`config.mk`:
```
export PLATFORM = sky130hd
export DESIGN_NAME = checksummed_command_packet_framer
export DESIGN_NICKNAME = d
export VERILOG_FILES = /design/src/rtl/cpf_pkg.sv /design/src/rtl/cpf_front.sv /design/src/rtl/cpf_fifo.sv /design/src/rtl/cpf_back.sv /design/src/rtl/checksummed_command_packet_framer.sv
export SDC_FILE = /design/constraint.sdc
export NUM_CORES = 1
export LEC_CHECK = 0
export BUFFER_PORTS_ARGS = -buffer_cell sky130_fd_sc_hd__buf_4
export CAP_MARGIN = 25
export CORE_MARGIN = 5
export CORE_UTILIZATION = 60
export DETAILED_ROUTE_END_ITERATION = 12
export PLACE_DENSITY = 0.79
export SETUP_SLACK_MARGIN = 0.3
export SLEW_MARGIN = 25
export SYNTH_ARGS = -nofsm -noshare
export SYNTH_HDL_FRONTEND = slang
export SYNTH_SLANG_ARGS = --single-unit
```
`constraint.sdc`:
```
create_clock -name clk_i -period 10.1 [get_ports clk_i]
set_input_delay 0.505 -clock clk_i [delete_from_list [all_inputs] [get_ports clk_i]]
set_output_delay 0.505 -clock clk_i [all_outputs]
set_load 0.005 [all_outputs]
```
`src/rtl/cpf_pkg.sv`:
```
// ----------------------------------------------------------------------------
// cpf_pkg
// Types, register indexes and check helpers shared by the packet framer.
// ----------------------------------------------------------------------------
package cpf_pkg;

  localparam logic OP_BEGIN = 1'b0;
  localparam logic OP_DATA  = 1'b1;

  localparam logic MODE_SUM = 1'b0;
  localparam logic MODE_CRC = 1'b1;

  localparam int unsigned REG_IDX_W = 2;
  localparam logic [REG_IDX_W-1:0] REG_MODE  = 2'd0;
  localparam logic [REG_IDX_W-1:0] REG_START = 2'd1;
  localparam logic [REG_IDX_W-1:0] REG_STOP  = 2'd2;

  localparam logic [15:0] CRC_POLY = 16'h8408;
  localparam logic [15:0] CRC_INIT = 16'hFFFF;
  localparam logic [15:0] SUM_INIT = 16'h0000;

  localparam logic [7:0] RST_START_MARKER = 8'd1;
  localparam logic [7:0] RST_STOP_MARKER  = 8'd23;

  localparam int unsigned STEP_W = 3;
  localparam int unsigned MAX_STEP = 6;

  typedef enum logic [1:0] {
    CMD_BEGIN,
    CMD_DATA,
    CMD_ERROR
  } cmd_kind_e;

  typedef struct packed {
    logic        op;
    logic [7:0]  cmd_code;
    logic [15:0] payload_length;
    logic [7:0]  data_byte;
  } in_t;

  typedef struct packed {
    logic [7:0] out_byte;
    logic       last;
    logic       error;
  } out_t;

  typedef struct packed {
    cmd_kind_e   kind;
    logic [7:0]  cmd_code;
    logic [15:0] len;
    logic [7:0]  data;
    logic        fin;
  } cmd_t;

  typedef struct packed {
    logic       checksum_mode;
    logic [7:0] start_marker;
    logic [7:0] stop_marker;
  } cfg_t;

  function automatic logic [15:0] crc_byte(input logic [15:0] acc, input logic [7:0] b);
    logic [15:0] c;
    c = acc ^ {8'h00, b};
    for (int i = 0; i < 8; i++) begin
      if (c[0]) begin
        c = (c >> 1) ^ CRC_POLY;
      end else begin
        c = c >> 1;
      end
    end
    return c;
  endfunction

  function automatic logic [15:0] absorb(input logic mode, input logic [15:0] acc,
                                         input logic [7:0] b);
    logic [15:0] r;
    if (mode == MODE_CRC) begin
      r = crc_byte(acc, b);
    end else begin
      r = acc + {8'h00, b};
    end
    return r;
  endfunction

endpackage

```
`src/rtl/cpf_front.sv`:
```
// ----------------------------------------------------------------------------
// cpf_front
// Accepts requests, tracks the open packet and queues classified commands.
// ----------------------------------------------------------------------------
module cpf_front (
  input  logic           clk_i,
  input  logic           rst_ni,
  input  logic           push,
  input  logic           q_full_i,
  input  cpf_pkg::in_t   req_i,
  output logic           cmd_push_o,
  output cpf_pkg::cmd_t  cmd_o
);

  logic        open_q, open_d;
  logic [15:0] remaining_q, remaining_d;
  logic [15:0] rem_dec;

  assign cmd_push_o = push && !q_full_i;
  assign rem_dec    = remaining_q - 16'd1;

  always_comb begin
    open_d       = open_q;
    remaining_d  = remaining_q;
    cmd_o.cmd_code = req_i.cmd_code;
    cmd_o.len      = req_i.payload_length;
    cmd_o.data     = req_i.data_byte;
    cmd_o.fin      = 1'b0;
    cmd_o.kind     = cpf_pkg::CMD_ERROR;
    if (req_i.op == cpf_pkg::OP_BEGIN) begin
      cmd_o.kind = cpf_pkg::CMD_BEGIN;
      if (req_i.payload_length == 16'd0) begin
        cmd_o.fin   = 1'b1;
        open_d      = 1'b0;
        remaining_d = 16'd0;
      end else begin
        open_d      = 1'b1;
        remaining_d = req_i.payload_length;
      end
    end else if (open_q) begin
      cmd_o.kind  = cpf_pkg::CMD_DATA;
      remaining_d = rem_dec;
      if (rem_dec == 16'd0) begin
        cmd_o.fin = 1'b1;
        open_d    = 1'b0;
      end
    end
  end

  always_ff @(posedge clk_i or negedge rst_ni) begin
    if (!rst_ni) begin
      open_q      <= 1'b0;
      remaining_q <= 16'd0;
    end else if (cmd_push_o) begin
      open_q      <= open_d;
      remaining_q <= remaining_d;
    end
  end

endmodule

```
`src/rtl/cpf_fifo.sv`:
```
// ----------------------------------------------------------------------------
// cpf_fifo
// Short command queue between the front and back halves.
// ----------------------------------------------------------------------------
module cpf_fifo #(
  parameter int unsigned DEPTH = 4
) (
  input  logic           clk_i,
  input  logic           rst_ni,
  input  logic           wr_i,
  input  cpf_pkg::cmd_t  wr_data_i,
  input  logic           rd_i,
  output cpf_pkg::cmd_t  rd_data_o,
  output logic           full_o,
  output logic           empty_o
);

  localparam int unsigned PTR_W = (DEPTH > 1) ? $clog2(DEPTH) : 1;
  localparam int unsigned CNT_W = $clog2(DEPTH + 1);

  cpf_pkg::cmd_t mem_q [DEPTH];
  logic [PTR_W-1:0] wr_ptr_q, rd_ptr_q;
  logic [CNT_W-1:0] count_q;
  logic             do_wr, do_rd;

  assign full_o    = (count_q == CNT_W'(DEPTH));
  assign empty_o   = (count_q == '0);
  assign do_wr     = wr_i && !full_o;
  assign do_rd     = rd_i && !empty_o;
  assign rd_data_o = mem_q[rd_ptr_q];

  always_ff @(posedge clk_i) begin
    if (do_wr) begin
      mem_q[wr_ptr_q] <= wr_data_i;
    end
  end

  always_ff @(posedge clk_i or negedge rst_ni) begin
    if (!rst_ni) begin
      wr_ptr_q <= '0;
      rd_ptr_q <= '0;
      count_q  <= '0;
    end else begin
      if (do_wr) begin
        wr_ptr_q <= (wr_ptr_q == PTR_W'(DEPTH - 1)) ? '0 : wr_ptr_q + PTR_W'(1);
      end
      if (do_rd) begin
        rd_ptr_q <= (rd_ptr_q == PTR_W'(DEPTH - 1)) ? '0 : rd_ptr_q + PTR_W'(1);
      end
      if (do_wr && !do_rd) begin
        count_q <= count_q + CNT_W'(1);
      end else if (do_rd && !do_wr) begin
        count_q <= count_q - CNT_W'(1);
      end
    end
  end

  a_count_bound: assert property (@(posedge clk_i) disable iff (!rst_ni)
    count_q <= CNT_W'(DEPTH))
    else $error("queue count above depth");

endmodule

```
`src/rtl/cpf_back.sv`:
```
// ----------------------------------------------------------------------------
// cpf_back
// Expands queued commands into framed bytes and keeps the running check.
// ----------------------------------------------------------------------------
module cpf_back (
  input  logic           clk_i,
  input  logic           rst_ni,
  input  cpf_pkg::cfg_t  cfg_i,
  input  cpf_pkg::cmd_t  head_i,
  input  logic           head_empty_i,
  output logic           head_pop_o,
  input  logic           pop,
  output logic           empty,
  output cpf_pkg::out_t  rsp_o
);

  logic [cpf_pkg::STEP_W-1:0] step_q;
  logic [15:0]                acc_q, acc_base, acc_d;
  logic                       out_valid_q;
  cpf_pkg::out_t              out_q, out_d;
  logic                       fire, do_absorb;
  logic [15:0]                crc_out, sum_out;
  logic [7:0]                 chk_first, chk_second;

  assign crc_out = ~acc_q;
  assign sum_out = 16'd0 - acc_q;

  always_comb begin
    if (cfg_i.checksum_mode == cpf_pkg::MODE_CRC) begin
      chk_first  = crc_out[15:8];
      chk_second = crc_out[7:0];
    end else begin
      chk_first  = sum_out[7:0];
      chk_second = sum_out[15:8];
    end
  end

  always_comb begin
    out_d     = '0;
    do_absorb = 1'b0;
    acc_base  = acc_q;
    case (head_i.kind)
      cpf_pkg::CMD_BEGIN: begin
        case (step_q)
          3'd0: begin
            out_d.out_byte = cfg_i.start_marker;
            do_absorb      = 1'b1;
            acc_base       = (cfg_i.checksum_mode == cpf_pkg::MODE_CRC) ?
                             cpf_pkg::CRC_INIT : cpf_pkg::SUM_INIT;
          end
          3'd1: begin
            out_d.out_byte = head_i.cmd_code;
            do_absorb      = 1'b1;
          end
          3'd2: begin
            out_d.out_byte = head_i.len[7:0];
            do_absorb      = 1'b1;
          end
          3'd3: begin
            out_d.out_byte = head_i.len[15:8];
            out_d.last     = !head_i.fin;
            do_absorb      = 1'b1;
          end
          3'd4: out_d.out_byte = chk_first;
          3'd5: out_d.out_byte = chk_second;
          default: begin
            out_d.out_byte = cfg_i.stop_marker;
            out_d.last     = 1'b1;
          end
        endcase
      end
      cpf_pkg::CMD_DATA: begin
        case (step_q)
          3'd0: begin
            out_d.out_byte = head_i.data;
            out_d.last     = !head_i.fin;
            do_absorb      = 1'b1;
          end
          3'd1: out_d.out_byte = chk_first;
          3'd2: out_d.out_byte = chk_second;
          default: begin
            out_d.out_byte = cfg_i.stop_marker;
            out_d.last     = 1'b1;
          end
        endcase
      end
      default: begin
        out_d.last  = 1'b1;
        out_d.error = 1'b1;
      end
    endcase
  end

  assign acc_d      = cpf_pkg::absorb(cfg_i.checksum_mode, acc_base, out_d.out_byte);
  assign fire       = !head_empty_i && (!out_valid_q || pop);
  assign head_pop_o = fire && out_d.last;
  assign empty      = !out_valid_q;
  assign rsp_o      = out_q;

  always_ff @(posedge clk_i) begin
    if (fire) begin
      out_q <= out_d;
    end
  end

  always_ff @(posedge clk_i or negedge rst_ni) begin
    if (!rst_ni) begin
      step_q      <= '0;
      acc_q       <= '0;
      out_valid_q <= 1'b0;
    end else begin
      if (fire) begin
        out_valid_q <= 1'b1;
        step_q      <= out_d.last ? '0 : step_q + cpf_pkg::STEP_W'(1);
        if (do_absorb) begin
          acc_q <= acc_d;
        end
      end else if (pop) begin
        out_valid_q <= 1'b0;
      end
    end
  end

  a_step_bound: assert property (@(posedge clk_i) disable iff (!rst_ni)
    step_q <= cpf_pkg::STEP_W'(cpf_pkg::MAX_STEP))
    else $error("sequencer step out of range");

  a_mid_has_head: assert property (@(posedge clk_i) disable iff (!rst_ni)
    (step_q != '0) |-> !head_empty_i)
    else $error("command left the queue mid-sequence");

endmodule

```
`src/rtl/checksummed_command_packet_framer.sv`:
```
// ----------------------------------------------------------------------------
// checksummed_command_packet_framer
// Frames command packets with start marker, header, payload, check, stop.
// ----------------------------------------------------------------------------
// A taken request passes the command queue, then the output register. The back
// sequencer gives one result byte per cycle unless the receiver stalls; a payload request
// gives its data byte (the last adds check, stop), a begin request marker, code, length (empty adds check, stop).
// Input stalls only when the FIFO_DEPTH-entry command queue fills.
// Reset: asynchronous, clears queue, sequencer, packet state and restores the
// register defaults (sum mode, start 1, stop 23).
module checksummed_command_packet_framer #(
  parameter int unsigned FIFO_DEPTH = 4
) (
  input  logic                              clk_i,
  input  logic                              rst_ni,
  input  logic                              push,
  output logic                              full,
  input  cpf_pkg::in_t                      req_i,
  output logic                              empty,
  input  logic                              pop,
  output cpf_pkg::out_t                     rsp_o,
  input  logic                              cfg_we_i,
  input  logic [cpf_pkg::REG_IDX_W-1:0]     cfg_idx_i,
  input  logic [7:0]                        cfg_data_i
);

  cpf_pkg::cfg_t cfg_q;
  cpf_pkg::cmd_t cmd_in, cmd_head;
  logic          cmd_push, head_pop, q_empty;

  always_ff @(posedge clk_i or negedge rst_ni) begin
    if (!rst_ni) begin
      cfg_q.checksum_mode <= cpf_pkg::MODE_SUM;
      cfg_q.start_marker  <= cpf_pkg::RST_START_MARKER;
      cfg_q.stop_marker   <= cpf_pkg::RST_STOP_MARKER;
    end else if (cfg_we_i) begin
      unique case (cfg_idx_i)
        cpf_pkg::REG_MODE:  cfg_q.checksum_mode <= cfg_data_i[0];
        cpf_pkg::REG_START: cfg_q.start_marker  <= cfg_data_i;
        cpf_pkg::REG_STOP:  cfg_q.stop_marker   <= cfg_data_i;
        default: ;
      endcase
    end
  end

  cpf_front u_front (
    .clk_i      (clk_i),
    .rst_ni     (rst_ni),
    .push       (push),
    .q_full_i   (full),
    .req_i      (req_i),
    .cmd_push_o (cmd_push),
    .cmd_o      (cmd_in)
  );

  cpf_fifo #(
    .DEPTH (FIFO_DEPTH)
  ) u_fifo (
    .clk_i     (clk_i),
    .rst_ni    (rst_ni),
    .wr_i      (cmd_push),
    .wr_data_i (cmd_in),
    .rd_i      (head_pop),
    .rd_data_o (cmd_head),
    .full_o    (full),
    .empty_o   (q_empty)
  );

  cpf_back u_back (
    .clk_i        (clk_i),
    .rst_ni       (rst_ni),
    .cfg_i        (cfg_q),
    .head_i       (cmd_head),
    .head_empty_i (q_empty),
    .head_pop_o   (head_pop),
    .pop          (pop),
    .empty        (empty),
    .rsp_o        (rsp_o)
  );

  a_error_is_last: assert property (@(posedge clk_i) disable iff (!rst_ni)
    (!empty && rsp_o.error) |-> (rsp_o.last && rsp_o.out_byte == 8'd0))
    else $error("error result not a lone zero byte");

endmodule

```
==> reports/metrics.csv, run 1 <==
metric,value,unit
die_area,20500,µm²
vias,7511,
synth-seq-area-share,56.9,%
ctsHoldBuffers,0,
power_density,354,nW/µm²
syn_area,10600,µm²
die_y,143,µm
comb_power_share,48.4,%
clock_latency,510,ps
die_x,143,µm
worstPathRequired,10490,ps
fin_ws,4820,ps
rsz0062_at_grt,false,
dp_cells,1079,
leakagePower,4.35,nW
multiInputGateArea,4220,µm²
endpoint_kind,register,
drt_drc_violations_left,0,
drive_gt1_share,19.9,%
finalMaxSlewViolations,0,
antenna_found_initial,0,
critPathLaunchType,register,
fin_util,68.3,%
p_sw_share,41.5,%
syn2layout_area_growth,11.6,%
clk_path_buf_depth,3,
min_period_over_period,52.3,%
gp_congestion,0.911,
setup_tns,0,ps
postSynthCellCount,838,
placed_area,11200,µm²
regArea,6040,µm²
rows,48,
root_buffer,clkbuf_16,
portBuffers,59,
peakVddDrop,0.000278,V
final_cell_mix,"edfxtp_1 (150), buf_4 (70), nor2_1 (57)",
fmax,0.189,GHz
worstMarginPinSlew,953,ps
clock_sinks,211,
hpwl,19.6,mm
stdcell_count,1119,
grt_pass1_wl,44.6,mm
cts_setup_buffers,0,
async_flop_share,28.9,%
final_area,11800,µm²
critical_path_class,register to register,
ys.flop_type,edfxtp_1,
hp-class,primary input to async pin,
slew_headroom,35.9,%
path_clk_slew,70,ps
yosysUniqueCellTypes,75,
synth_edf_count,150,
p_switching,1.74,mW
finalSetupViolCount,0,
cts_made_buffers,22,
initial_core_util,61.2,%
ctsResizeCount,0,
synth_fp_nets,910,
vias_per_cell,6.71,
hold_viol,0,
core_area,17400,µm²
synth-seq-cells,211,
yosysWarnings,0,
htree_levels,1,
fin_crit,5280,ps
n_fill_cell,1222,
grt_max_degree,62,
max_cap_viol_count,0,
ant_nets,0,
seq_power_share,33.1,%
avgSynthCellArea,12.7,µm²
dr.pass1.iters,5,
p_int,2.46,mW
final_common_cell,edfxtp_1,
nets,950,
place_ws,4940,ps
routedWlPerCell,25.7,µm
wl,28.7,mm
io_pins,60,
grt_pass1_vias,7408,
num_antenna_cells,0,
drtIter0Drc,618,
track_usage,28.6,%
status,finished clean,
worstPathMaxFanout,18,
finClkSkew,13.9,ps
cp_data_arrival_time,5660,ps
overflow,0,
clock_power_share,18.5,%
cts_tree,done,
## layer usage
| metal | global-route usage, % | vias up | routed length, µm |
|---|---|---|---|
| li1 | - | 3313 | - |
| met1 | 41.8 | 3742 | 11900 |
| met2 | 45.8 | 392 | 13800 |
| met3 | 3.88 | 64 | 2120 |
| met4 | 7.50 | 0 | 827 |
| met5 | 0 | - | 0 |
## worst paths after layout
path,startpoint,endpoint,slack (ps),cells past startpoint
worst max register to register,u_back.step_q[2],u_back.acc_q[14],4820,14
worst min register to register,u_fifo.count_q[2],u_fifo.count_q[2],500,1
min in group clk_i,req_i[6],u_fifo.mem_q[3][7],190,1
max in group asynchronous,rst_ni,u_fifo.rd_ptr_q[0],9360,1
worst min-delay path,rst_ni,u_back.acc_q[8],90,1
worst max-delay path,u_back.step_q[2],u_back.acc_q[14],4820,14
## flip-flops by register name (all words and copies together), names as in the netlist
signal               flops
u_back.rsp_o            10
u_back.out_valid_q       1
u_fifo.count_q           3
u_front.remaining_q     16
u_fifo.rd_ptr_q          2
u_fifo.wr_ptr_q          2
u_back.acc_q            16
cfg_q                   17
u_back.step_q            3
u_fifo.mem_q           140
u_front.open_q           1
## power by group through the flow
stage	registers, mW	clock network [mW]	logic, mW
after global routing	1.41	0.828	2.20
final	1.39	0.777	2.03
after detailed placement	1.39	0	2.01
after global placement	1.38	0	1.98
after CTS	1.38	0.782	2.02
after floorplan	1.29	0	1.56
## stage by stage
stage	hold slack (ps)	total power, mW
3_5_place_dp	487	3.40
5_1_grt	157	4.44
3_3_place_gp	472	3.36
2_1_floorplan	209	2.84
6_report	85.8	4.20
4_1_cts	138	4.19
## cells in the mapped netlist, types with 7 or more instances
library cell | number | area share [%]
edfxtp_1 | 150 | 42
nor2_1 | 57 | 2.0
dfrtp_1 | 56 | 13
nand2_1 | 56 | 2.0
o21ai_0 | 46 | 2.2
a21oi_1 | 44 | 2.1
clkbuf_1 | 34 | 1.2
mux4_2 | 34 | 7.2
ha_1 | 22 | 2.6
inv_1 | 22 | 0.78
mux2_2 | 22 | 2.3
xor2_1 | 19 | 1.6
nor3_1 | 17 | 0.80
o22ai_1 | 17 | 1.0
xnor2_1 | 16 | 1.3
a21o_1 | 15 | 1.1
a22oi_1 | 12 | 0.85
buf_2 | 11 | 0.52
a221oi_1 | 10 | 0.83
nor4_1 | 10 | 0.59
nand3_1 | 9 | 0.42
o21ai_1 | 9 | 0.42
or3_1 | 8 | 0.47
o31a_1 | 7 | 0.58
## logic make-up after synthesis
kind of cell               after synthesis  synth area share [%]
muxes                                   62                  10.1
xor gates and xnor gates                35                  2.89
buffers and inverters                   81                  3.42
and+or+nand+nor                        205                  9.64
AOI/OAI and AO/OA                      220                  14.1
DFF                                    211                  56.9
adders and majority gates               24                  2.97
## critical path, cell delays in order, from the launching register on
cell,delay (ps)
dfrtp_1,770
clkinv_1,430
ha_1,490
nor4_1,880
a221oi_1,100
nand2_1,120
a221oi_1,50
o22ai_1,330
ha_1,440
o21ai_0,270
o21bai_1,140
a2111oi_2,620
nor2_1,190
a22oi_1,210
o21ai_1,100
## cell type report
type / instances / share of cell area [%]
clock buffer: 31 / 5.11
clock inverter: 9 / 0.613
tap: 225 / 2.38
sequential: 211 / 51.0
multi-input combinational: 546 / 35.6
timing repair buffer: 71 / 4.53
inverter: 26 / 0.824
Note: power is estimated with default switching activity, not from simulation.
==> inputs of run 2 (changes only) <==
Clock period 10.1 ns to 5.52 ns, I/O delays scaled along.
==> run 2 against run 1 <==
Total power up 84%. Worst hold slack worse by 64 ps. Die area unchanged. Critical path depth down 1. Routed wire length down 2.1%. Utilization up 2.6 points. Sequential cell count unchanged. Critical endpoint is now u_back.acc_q[10]. Highest routed layer unchanged.
==> reports/metrics.csv, run 2 (synthesis results as in run 1) <==
metric,value,unit,change
grt_max_degree,62,,unchanged
stdcell_count,1163,,+3.9%
rsz0062_at_grt,false,,
reg.largest.list,"u_fifo.mem_q (140), cfg_q (17)",,
dp_cells,1082,,+0.28%
critPathLaunchType,register,,
drt_drc_violations_left,0,,unchanged
worstPathRequired,5890,ps,-4600 ps
grt_pass1_vias,7852,,+6.0%
track_usage,28.1,%,-0.45 points
die_x,143,µm,unchanged
slew_headroom,32.7,%,-3.2 points
die_area,20500,µm²,unchanged
final_common_cell,edfxtp_1,,
dr.pass1.iters,6,,+1
hpwl,18.8,mm,-4.1%
overflow,0,,unchanged
largest-register,u_fifo.mem_q,,
fin_ws,805,ps,-4020 ps
hp-class,primary input to register,,
routedWlPerCell,24.2,µm,-5.9%
antenna_found_initial,0,,unchanged
cts_tree,done,,
portBuffers,59,,unchanged
rr_startpoint,u_back.step_q[2],,
ctsHoldBuffers,38,,+38
holdWs,22.0,ps,-63.7 ps
setup_tns,0,ps,unchanged
max_cap_viol_count,0,,unchanged
cts_setup_buffers,0,,unchanged
finClkSkew,7.85,ps,-6.05 ps
io_pins,60,,unchanged
gp_congestion,0.989,,+8.5%
cp_data_arrival_time,5090,ps,-570 ps
endpoint_kind,register,,
initial_core_util,61.2,%,unchanged
largest_register_ffs,140,,unchanged
nets,993,,+4.5%
vias,7610,,+1.3%
num_antenna_cells,0,,unchanged
leakagePower,4.55,nW,+4.6%
path_clk_slew,60,ps,about the same
htree_levels,1,,unchanged
clock_sinks,211,,unchanged
die_y,143,µm,unchanged
drive_gt1_share,19.4,%,-0.51 points
power_density,629,nW/µm²,+77%
syn2layout_area_growth,15.9,%,
grt_pass1_wl,44.2,mm,-0.94%
core_area,17400,µm²,unchanged
critical_path_class,register to register,,
wl,28.1,mm,-2.1%
min_period_over_period,85.4,%,+33 points
drtIter0Drc,690,,+12%
rows,48,,unchanged
worstMarginPinSlew,1010,ps,+53.3 ps
hp-start,cfg_data_i[4],,
finalMaxSlewViolations,0,,unchanged
finalSetupViolCount,0,,unchanged
status,finished clean,,
ant_nets,0,,unchanged
clock_latency,520,ps,about the same
fin_total_pwr,7.74,mW,+84%
vias_per_cell,6.54,,-2.5%
clk_path_buf_depth,3,,unchanged
final_cell_mix,"edfxtp_1 (150), buf_4 (73), nor2_1 (57)",,
place_ws,871,ps,-4070 ps
worstPathMaxFanout,13,,-5
worstSetupStartpoint,u_back.step_q[2],,
cts_made_buffers,23,,+4.5%
ctsResizeCount,0,,unchanged
fin_crit,4710,ps,-565 ps
hold_viol,0,,unchanged
root_buffer,clkbuf_16,,
fmax,0.212,GHz,+12%
peakVddDrop,0.000402,V,+45%
## run 2: critical path, cell delays in order (launching register included)
cell and delay (ps):
dfrtp_1 360, clkinv_1 240, ha_1 500, or4_1 810
o21ai_0 240, o22ai_1 150, ha_1 270, fa_1 420
a211oi_1 280, o21bai_1 160, a2111oi_2 650, nor2_1 180
a22oi_1 220, o21ai_1 90
## run 2: stage by stage
stage / instance area (µm²) / util [%]
floorplan: 10600 / -
global placement: 11200 / 64.5
detailed placement: 11200 / 64.5
CTS: 12300 / 70.8
global route: 12300 / 70.9
finish: 12300 / 70.9
## run 2: power by group
part,internal (mW),switching (mW),leakage [nW]
Sequential,2.17,0.361,2.11
Clock,0.848,0.617,0.343
Combinational,1.55,2.19,2.10
Total,4.57,3.17,4.55
## run 2: final timing paths
| check | depth (start not counted) | end | slack, ps |
|---|---|---|---|
| worst max-delay path | 13 | u_back.acc_q[10] | 810 |
| worst min-delay path | 2 | cfg_q[4] | 20 |
| worst max register to register | 13 | u_back.acc_q[10] | 810 |
| worst min register to register | 1 | u_fifo.count_q[2] | 500 |
| max in group asynchronous | 2 | u_fifo.rd_ptr_q[0] | 4500 |
| min in group asynchronous | 2 | u_back.acc_q[10] | 400 |
## run 2: final cells by class
type                    count  area, µm²
multi-input cells         546       4220
inverters                  26       97.6
well taps                 225        282
clock buffers              33        633
repair buffers            113        960
flip-flops and latches    211       6040
fillers                  1169       5050
clock inverters             9       81.3
## run 2: layer usage
layer	vias up	GRT usage, %	wire (µm)
met5	-	0	0
met4	0	8.05	797
met3	56	4.19	1820
met2	330	48.3	14100
met1	3829	37.6	11300
li1	3395	-	-
